[config.mk]
export PLATFORM = sky130hd
export DESIGN_NAME = onewire_temp_scratchpad_decoder_core
export DESIGN_NICKNAME = d
export VERILOG_FILES = /design/src/rtl/owtsd_pkg.sv /design/src/rtl/onewire_temp_scratchpad_decoder_core.sv /design/src/rtl/owtsd_crc8.sv /design/src/rtl/owtsd_convert.sv
export SDC_FILE = /design/constraint.sdc
export NUM_CORES = 1
export LEC_CHECK = 0
export ABC_AREA = 1
export BUFFER_PORTS_ARGS = -buffer_cell sky130_fd_sc_hd__buf_2
export CAP_MARGIN = 20
export CORE_AREA = 4 4 119 121
export CTS_BUF_LIST = sky130_fd_sc_hd__clkbuf_8 sky130_fd_sc_hd__clkbuf_16
export CTS_CLUSTER_DIAMETER = 200
export DETAILED_ROUTE_END_ITERATION = 8
export DIE_AREA = 0 0 123 125
export REMOVE_ABC_BUFFERS = 1
export SLEW_MARGIN = 20
export SYNTH_ARGS = -nofsm -noshare
export SYNTH_HDL_FRONTEND = slang
export SYNTH_SLANG_ARGS = --single-unit
[constraint.sdc]
create_clock -name clk -period 11.5 [get_ports clk]
set_clock_uncertainty 0.05 [all_clocks]
set_input_delay 2.875 -clock clk [delete_from_list [all_inputs] [get_ports clk]]
set_output_delay 2.875 -clock clk [all_outputs]
set_load 0.02 [all_outputs]
[src/rtl/owtsd_pkg.sv]
package owtsd_pkg;

    // Scratchpad byte positions that carry data or mark the end of a transfer.
    localparam int unsigned POS_W = 4;
    localparam logic [POS_W-1:0] POS_TEMP_LSB     = 4'd0;
    localparam logic [POS_W-1:0] POS_TEMP_MSB     = 4'd1;
    localparam logic [POS_W-1:0] POS_CONFIG       = 4'd4;
    localparam logic [POS_W-1:0] POS_COUNT_REMAIN = 4'd6;
    localparam logic [POS_W-1:0] POS_LAST         = 4'd8;
    localparam logic [POS_W-1:0] POS_IDLE         = 4'd9;

    // Family code that selects the count-remain extension.
    localparam logic [7:0] EXT_FAMILY = 8'h10;

    // CRC-8 polynomial in shift-right form.
    localparam logic [7:0] CRC_POLY = 8'h8C;

    // Offset added in the extended-resolution formula.
    localparam logic [15:0] EXT_OFFSET = 16'd12;

    // Resolution codes from config bits 6:5.
    localparam logic [1:0] RES_9BIT  = 2'd0;
    localparam logic [1:0] RES_10BIT = 2'd1;
    localparam logic [1:0] RES_11BIT = 2'd2;

    // Result status codes.
    typedef enum logic [1:0] {
        STATUS_OK        = 2'd0,
        STATUS_CRC_ERR   = 2'd1,
        STATUS_BUS_FAULT = 2'd2
    } status_t;

    // Captured scratchpad fields that feed the temperature conversion.
    typedef struct packed {
        logic [7:0] temp_lsb;
        logic [7:0] temp_msb;
        logic [7:0] cfg_byte;
        logic [7:0] count_remain;
        logic       extended;
    } sensor_fields_t;

endpackage

[src/rtl/onewire_temp_scratchpad_decoder_core.sv]
// Scratchpad temperature decoder for a 1-wire temperature sensor.
// Input channel: one scratchpad word per transfer (data_byte) with first_byte
// marking byte 0, family_code sampled with that word, and bus_fault.
// Output channel: one word per complete scratchpad, given with byte 8:
// temperature_tenths (signed, 0.1 degree) and status (0 ok, 1 CRC error,
// 2 bus fault); the temperature is zero unless status is ok.
// Both channels use valid/stall; a word moves when valid is high and stall low.
// out_valid rises when the result register takes the result of byte 8;
// the input register holds byte 8 until the result register is free.
// Throughput: one input word per cycle while in_stall is low; the CRC byte
// update and constant-scaled conversion both fit between the two registers.
// Words after byte 8 without a new first_byte are dropped without a result.
// Reset clears the byte count, CRC, captured bytes and both valid flags.
// When out_stall holds a result, words that make no result still pass;
// byte 8 of the next scratchpad waits, and in_stall rises once the input
// register is occupied by it.
module onewire_temp_scratchpad_decoder_core
(
    input  logic               clk,
    input  logic               rst_n,

    input  logic               in_valid,
    output logic               in_stall,
    input  logic [7:0]         data_byte,
    input  logic               first_byte,
    input  logic [7:0]         family_code,
    input  logic               bus_fault,

    output logic               out_valid,
    input  logic               out_stall,
    output logic signed [15:0] temperature_tenths,
    output logic [1:0]         status
);

    localparam int unsigned PW = owtsd_pkg::POS_W;

    // Input register.
    logic       in_vld_reg;
    logic [7:0] data_reg;
    logic       first_reg;
    logic [7:0] family_reg;
    logic       fault_in_reg;

    // Scratchpad state.
    logic [PW-1:0] pos_reg,      pos_next;
    logic [7:0]    crc_reg,      crc_next;
    logic [7:0]    temp_lsb_reg, temp_lsb_next;
    logic [7:0]    temp_msb_reg, temp_msb_next;
    logic [7:0]    cfg_reg,      cfg_next;
    logic [7:0]    cremain_reg,  cremain_next;
    logic [7:0]    family_s_reg, family_s_next;
    logic          fault_reg,    fault_next;

    // Result register.
    logic               out_vld_reg;
    logic signed [15:0] temp_out_reg, temp_out_next;
    logic [1:0]         status_reg,   status_next;

    logic          accept;
    logic          fire;
    logic          produce;
    logic [PW-1:0] pos_eff;
    logic [7:0]    crc_eff;
    logic [7:0]    family_eff;
    logic          fault_eff;
    logic [7:0]    crc_upd;
    logic signed [15:0]        tenths;
    owtsd_pkg::sensor_fields_t fields;

    owtsd_crc8 u_crc
    (
        .crc_in  (crc_eff),
        .data_in (data_reg),
        .crc_out (crc_upd)
    );

    assign fields.temp_lsb     = temp_lsb_reg;
    assign fields.temp_msb     = temp_msb_reg;
    assign fields.cfg_byte     = cfg_reg;
    assign fields.count_remain = cremain_reg;
    assign fields.extended     = (family_s_reg == owtsd_pkg::EXT_FAMILY);

    owtsd_convert u_convert
    (
        .fields (fields),
        .tenths (tenths)
    );

    // A start mark restarts the count, CRC and fault flag and samples family.
    assign pos_eff    = first_reg ? owtsd_pkg::POS_TEMP_LSB : pos_reg;
    assign crc_eff    = first_reg ? 8'd0 : crc_reg;
    assign family_eff = first_reg ? family_reg : family_s_reg;
    assign fault_eff  = first_reg ? 1'b0 : fault_reg;

    // Only the last byte makes a result and then needs the output register.
    assign produce  = (pos_eff == owtsd_pkg::POS_LAST);
    assign fire     = in_vld_reg && (!produce || !out_vld_reg || !out_stall);
    assign in_stall = in_vld_reg && !fire;
    assign accept   = in_valid && !in_stall;

    // Next state of the scratchpad and the result for the held word.
    always_comb
    begin
        pos_next      = pos_eff;
        crc_next      = crc_eff;
        family_s_next = family_eff;
        fault_next    = fault_eff;
        temp_lsb_next = temp_lsb_reg;
        temp_msb_next = temp_msb_reg;
        cfg_next      = cfg_reg;
        cremain_next  = cremain_reg;
        temp_out_next = 16'sd0;
        status_next   = owtsd_pkg::STATUS_OK;

        if (pos_eff > owtsd_pkg::POS_LAST)
        begin
            pos_next = owtsd_pkg::POS_IDLE;
        end
        else if (produce)
        begin
            fault_next = fault_eff | fault_in_reg;
            pos_next   = owtsd_pkg::POS_IDLE;
            if (fault_next)
            begin
                status_next = owtsd_pkg::STATUS_BUS_FAULT;
            end
            else if (crc_eff != data_reg)
            begin
                status_next = owtsd_pkg::STATUS_CRC_ERR;
            end
            else
            begin
                temp_out_next = tenths;
            end
        end
        else
        begin
            fault_next = fault_eff | fault_in_reg;
            crc_next   = crc_upd;
            pos_next   = pos_eff + 1'b1;
            case (pos_eff)
                owtsd_pkg::POS_TEMP_LSB:     temp_lsb_next = data_reg;
                owtsd_pkg::POS_TEMP_MSB:     temp_msb_next = data_reg;
                owtsd_pkg::POS_CONFIG:       cfg_next      = data_reg;
                owtsd_pkg::POS_COUNT_REMAIN: cremain_next  = data_reg;
                default:                     ;
            endcase
        end
    end

    // Input register.
    always_ff @(posedge clk or negedge rst_n)
    begin
        if (!rst_n)
        begin
            in_vld_reg <= 1'b0;
        end
        else if (accept)
        begin
            in_vld_reg <= 1'b1;
        end
        else if (fire)
        begin
            in_vld_reg <= 1'b0;
        end
    end

    always_ff @(posedge clk)
    begin
        if (accept)
        begin
            data_reg     <= data_byte;
            first_reg    <= first_byte;
            family_reg   <= family_code;
            fault_in_reg <= bus_fault;
        end
    end

    // Scratchpad state, updated as each held word is processed.
    always_ff @(posedge clk or negedge rst_n)
    begin
        if (!rst_n)
        begin
            pos_reg      <= '0;
            crc_reg      <= '0;
            temp_lsb_reg <= '0;
            temp_msb_reg <= '0;
            cfg_reg      <= '0;
            cremain_reg  <= '0;
            family_s_reg <= '0;
            fault_reg    <= 1'b0;
        end
        else if (fire)
        begin
            pos_reg      <= pos_next;
            crc_reg      <= crc_next;
            temp_lsb_reg <= temp_lsb_next;
            temp_msb_reg <= temp_msb_next;
            cfg_reg      <= cfg_next;
            cremain_reg  <= cremain_next;
            family_s_reg <= family_s_next;
            fault_reg    <= fault_next;
        end
    end

    // Result register.
    always_ff @(posedge clk or negedge rst_n)
    begin
        if (!rst_n)
        begin
            out_vld_reg <= 1'b0;
        end
        else if (fire && produce)
        begin
            out_vld_reg <= 1'b1;
        end
        else if (!out_stall)
        begin
            out_vld_reg <= 1'b0;
        end
    end

    always_ff @(posedge clk)
    begin
        if (fire && produce)
        begin
            temp_out_reg <= temp_out_next;
            status_reg   <= status_next;
        end
    end

    assign out_valid          = out_vld_reg;
    assign temperature_tenths = temp_out_reg;
    assign status             = status_reg;

endmodule

[src/rtl/owtsd_crc8.sv]
module owtsd_crc8
(
    input  logic [7:0] crc_in,
    input  logic [7:0] data_in,
    output logic [7:0] crc_out
);

    // One byte of the reflected CRC-8, eight bit steps.
    always_comb
    begin
        logic [7:0] c;
        c = crc_in ^ data_in;
        for (int i = 0; i < 8; i++)
        begin
            if (c[0])
            begin
                c = (c >> 1) ^ owtsd_pkg::CRC_POLY;
            end
            else
            begin
                c = c >> 1;
            end
        end
        crc_out = c;
    end

endmodule

[src/rtl/owtsd_convert.sv]
module owtsd_convert
(
    input  owtsd_pkg::sensor_fields_t fields,
    output logic signed [15:0]        tenths
);

    logic [15:0]        raw;
    logic [15:0]        raw_adj;
    logic signed [18:0] sval;
    logic signed [18:0] scaled;
    logic signed [18:0] rounded;
    logic signed [18:0] quotient;

    assign raw = {fields.temp_msb, fields.temp_lsb};

    // Extended mode rebuilds the raw value from count-remain; otherwise the
    // undefined low bits are cleared according to the resolution.
    always_comb
    begin
        raw_adj = raw;
        if (fields.extended)
        begin
            raw_adj = ((raw & 16'hFFFE) << 3) + owtsd_pkg::EXT_OFFSET
                      - {8'd0, fields.count_remain};
        end
        else
        begin
            case (fields.cfg_byte[6:5])
                owtsd_pkg::RES_9BIT:  raw_adj = raw & 16'hFFF8;
                owtsd_pkg::RES_10BIT: raw_adj = raw & 16'hFFFC;
                owtsd_pkg::RES_11BIT: raw_adj = raw & 16'hFFFE;
                default:              raw_adj = raw;
            endcase
        end
    end

    // (raw*625+500)/1000 equals (5*raw+4)/8, truncated toward zero.
    assign sval     = $signed({{3{raw_adj[15]}}, raw_adj});
    assign scaled   = (sval <<< 2) + sval + 19'sd4;
    assign rounded  = scaled[18] ? scaled + 19'sd7 : scaled;
    assign quotient = rounded >>> 3;
    assign tenths   = quotient[15:0];

endmodule
; ---- Word-level counts from Yosys, hierarchy flattened
; Cells that the tools add are included.
[word_totals]
ff_bits = 90
latchBits = 0
ram_bits = 0
romBits = 0
output_inout_bits = 20
word_cells = 95
n_memories = 0
[classes]
addsub = 6
n_mul = 0
div = 0
n_lt_le_gt_ge = 1
n_eq_ne = 9
n_shift = 0
muxes = 25
bitwise = 13
n_reduce_logical = 23
[ops]
columns = cell, count
row1 = $mux 8, 11
row2 = $add 19x4->19 const B, 2
row3 = $not 2->3, 8
row4 = $add 18x16->19, 1
row5 = $mux 18, 1
row6 = $add 16x4->16 const B, 1
row7 = $mux 16, 1
row8 = $reduce_and 4->1, 4
row9 = $sub 16x8->16, 1
row10 = $mux 4, 3
row11 = $pmux 3 s3, 1
row12 = $eq 4x3->1 const B, 2
row13 = $eq 8x5->1 const B, 1
row14 = $ne 8x8->1, 1
row15 = $xor 8x8->8, 1
row16 = $mux 1, 7
row17 = $logic_not 1->1, 5
row18 = $reduce_or 5->1, 1
row19 = $add 4x1->4 const B, 1
row20 = $eq 4x1->1 const B, 1
row21 = $eq 4x4->1 const B, 1
row22 = $gt 4x4->1 const B, 1
row23 = $logic_and 1x1->1, 4
row24 = $logic_not 4->1, 1
row25 = 13 further kinds, 16

; ---- Depth between registers and ports, before layout
[logic_depth]
ltp_word = 20
mapped_depth = 29

; ---- Modules after synthesis
; Synthesis repeated with hierarchy kept, for this count alone.
[unflattened]
cells_unflattened = 955
area_unflattened_um2 = 6722.7
[by_module_without_submodules]
columns = mod, instances, cells_each, area_each_um2
row1 = onewire_temp_scratchpad_decoder_core, 1, 372, 3757.4
row2 = owtsd_convert, 1, 481, 2519.9
row3 = owtsd_crc8, 1, 102, 445.4

; ---- Worst setup path before layout
; OpenSTA, ideal clock, no wires.
[synth_timing]
path_type = in2out
from = input port out_stall
to = output port in_stall
t_arrival_ps = 3320
required_time_ps = 8575
setup_slack_ps = 5255
cell_stages = 2
path_buffers = 0
cell_sequence = nand3_1 > nor2_1
[synth_via]
elab_chain_cells = 5
[synth_rtl]
columns = element, line_no
row1 = "start, declared", onewire_temp_scratchpad_decoder_core.sv:30  ; input logic out_stall,
row2 = $logic_not 1->1, -
row3 = $logic_or 1x1->1, onewire_temp_scratchpad_decoder_core.sv:97  ; assign fire = in_vld_reg && (!produce || !out_vld_reg || !out_stall);
row4 = $logic_and 1x1->1, onewire_temp_scratchpad_decoder_core.sv:97
row5 = $logic_not 1->1, onewire_temp_scratchpad_decoder_core.sv:98  ; assign in_stall = in_vld_reg && !fire;
row6 = $logic_and 1x1->1, onewire_temp_scratchpad_decoder_core.sv:98
row7 = "end, declared", onewire_temp_scratchpad_decoder_core.sv:23  ; output logic in_stall,
; No other way between the ends.

; ---- Final worst setup path
; Same ends and word-level chain as after synthesis.

==> impl_metrics.tcl <==
set metrics [dict create \
    seq_area_um2 2310 \
    reg2reg_to "temperature_tenths[14]$_SDFFCE_PP0P_" \
    synth-seq-cells 85 \
    seq_area_frac_synth_pct 40.1 \
    fin_tns_setup_ns 0 \
    worstMarginPinSlew_ns 0.880 \
    rsz0062_at_grt "no" \
    grt_pass1_vias 4558 \
    slew_violations 0 \
    diodes 0 \
    area_growth_pct 11.2 \
    drt-pass1-iter-count 4 \
    cts.htree.levels 3 \
    fmax_ghz 0.157 \
    ys_warn_count 0 \
    crit_path_start_kind "input pin" \
    hold_path_class "flop to flop" \
    layout-drive-gt1-share_pct 12.6 \
    vias_per_cell 4.86 \
    synth_cell_type_count 42 \
    die_w_um 123 \
    p_sw_share_pct 45.0 \
    dieArea_um2 15400 \
    initial_core_util_pct 44.0 \
    ant_nets 0 \
    p_sw_w 0.000620 \
    largest_reg_flops 16 \
    power.density_nw_per_um2 215 \
    cts_num_sinks 85 \
    critPathKind "input pin to output pin" \
    grt_max_degree 50 \
    cts.repair.resized 0 \
    setup_viol 0 \
    syn_area_um2 5760 \
    portBuffers 41 \
    tritoncts "built" \
    holdPathStages 2 \
    hold_viol 0 \
    crit_fanout 3 \
    vias 4626 \
    grt_pass1_wl_um 21000 \
    grtUsageTotal_pct 17.2 \
    post_cts.repair.setup_buffers 0 \
    drt_wl_total_um 12300 \
    ios 42 \
    multi_input_area_um2 2970 \
    final_common_cell "nand2_1" \
    hold_end "family_s_reg[2]$_DFFE_PN0P_" \
    dp.final_hpwl_um 9530 \
    fin_crit_sh_pct 55.3 \
    intPower_w 0.000756 \
    cap_violations 0 \
    endpoint_kind "output pin" \
    final_cell_mix "nand2_1 (210), inv_1 (102), nor2_1 (57), o21ai_0 (56), dfrtp_1 (49)" \
    root_buffer "clkbuf_16" \
    fin_nets 832 \
    n_fill_cell 1296 \
    ctsHoldBuffers 0 \
    rrSetupSlack_ns 6.81 \
    drtIter0Drc 268 \
    power.leakage_nw 3.18 \
    hp-start "family_reg[2]$_DFFE_PP_" \
    min_period_ns 6.36 \
    clkLatencyLatePin_ns 0.35 \
    rows 42 \
    numCtsBuffers 9 \
    die_h_um 125 \
    worst_slew_margin_rel_pct 41.1 \
    gp_congestion 0.873 \
    arrival_ns 3.43 \
    worstReg2RegStart "temp_lsb_reg[1]$_DFFE_PN0P_" \
    power_frac_comb_pct 49.5 \
    p_seq_share_pct 29.8 \
    grt_overflow 0 \
    core_um2 13100 \
    postSynthAreaPerCell_um2 7.91 \
    pwr-share-clk_pct 20.6 \
    r2r_cells 24 \
    critPathRequiredTime_ns 8.58 \
    placed_cells 936 \
    antenna_found_initial 0 \
    avgRoutedWirePerCell_um 12.9 \
    drc 0 \
    path_clk_slew_ns 0.06 \
    instances_no_fill 952 \
    synth_cells 728 \
    cts_buffer_depth 2 \
    outcome "completed" \
    ir_drop_uv 108 \
]
-- cell usage after synthesis, drive strengths merged --
master  count  share of area [%]
o22ai       3               0.33
o21ai      59                5.1
o21bai      2               0.26
ha         38                8.3
nand3      47                4.2
nand2     221                 15
nor2       63                4.8
buf         9                1.3
a22oi       1               0.13
o21a        1               0.13
inv       107                7.0
xor2       17                4.6
clkbuf      2               0.13
nand3b      6               0.78
a21oi      37                3.5
edfxtp     36                 19
dfrtp      49                 21
a31oi       4               0.43
a22o        1               0.15
nand4       6               0.65
a211oi      1               0.13
fa          1               0.35
nor3        7               0.70
or2         2               0.22
xnor2       8                1.3
-- worst max-delay path, cell delays in order --
cell and delay, ns:
buf_2 0.09, nand3_1 0.14, nor2_1 0.15, buf_2 0.18
-- per-stage QoR --
step / utilization (%) / cell area, µm² / hold WS, ns / setup slack, ns / total power (W)
after detailed placement: 46.7 / 6110 / 0.392 / 5.14 / 0.00110
after floorplan: - / 5670 / 0.375 / 5.26 / 0.000951
after global routing: 48.9 / 6400 / 0.447 / 5.07 / 0.00152
after CTS: 48.9 / 6400 / 0.408 / 5.14 / 0.00139
after global placement: 46.7 / 6110 / 0.386 / 5.19 / 0.00108
final: 48.9 / 6400 / 0.407 / 5.14 / 0.00138
-- power by group through the flow --
stage	Combinational (W)	Clock (W)	Sequential [W]
2_1_floorplan	0.000548	0	0.000403
3_3_place_gp	0.000667	0	0.000414
3_5_place_dp	0.000683	0	0.000415
4_1_cts	0.000686	0.000293	0.000410
5_1_grt	0.000798	0.000307	0.000417
6_report	0.000682	0.000284	0.000411
-- layer usage --
| metal | GRT usage [%] | share of wire, % | wire length [µm] | up-vias |
|---|---|---|---|---|
| met4 | 6.97 | 2.4 | 294 | 0 |
| met3 | 3.30 | 3.6 | 439 | 20 |
| met5 | 0 | 0 | 0 | - |
| met1 | 21.5 | 46 | 5630 | 2087 |
| li1 | - | - | - | 2435 |
| met2 | 28.9 | 48 | 5920 | 84 |
-- how the worst max path moves through the flow --
stage	start	endpoint	slack [ns]
2_1_floorplan	out_stall	in_stall	5.26
3_3_place_gp	out_stall	in_stall	5.19
3_5_place_dp	out_stall	in_stall	5.14
4_1_cts	out_stall	in_stall	5.14
5_1_grt	out_stall	in_stall	5.07
6_report	out_stall	in_stall	5.14
-- logic make-up (layout without fill, tap and decap cells) --
family                   after synthesis  count (layout)  synth area share, %
adder cells (fa/ha/maj)               39              39                 8.61
AO/OA/AOI/OAI                        109             109                 10.2
flip-flops                            85              85                 40.1
buffers and inverters                118             166                 8.41
XOR/XNOR                              25              25                 5.96
AND/OR/NAND/NOR                      352             352                 26.7
-- cell type report --
| cell class | instances | share of cell area [%] |
|---|---|---|
| sequential | 85 | 36.0 |
| multi-input combinational | 525 | 46.3 |
| tap | 176 | 3.44 |
| clock inverter | 7 | 0.996 |
| clock buffer | 9 | 3.52 |
| inverter | 107 | 6.27 |
| timing repair buffer | 43 | 3.44 |
(Power assumes the default switching activity.)
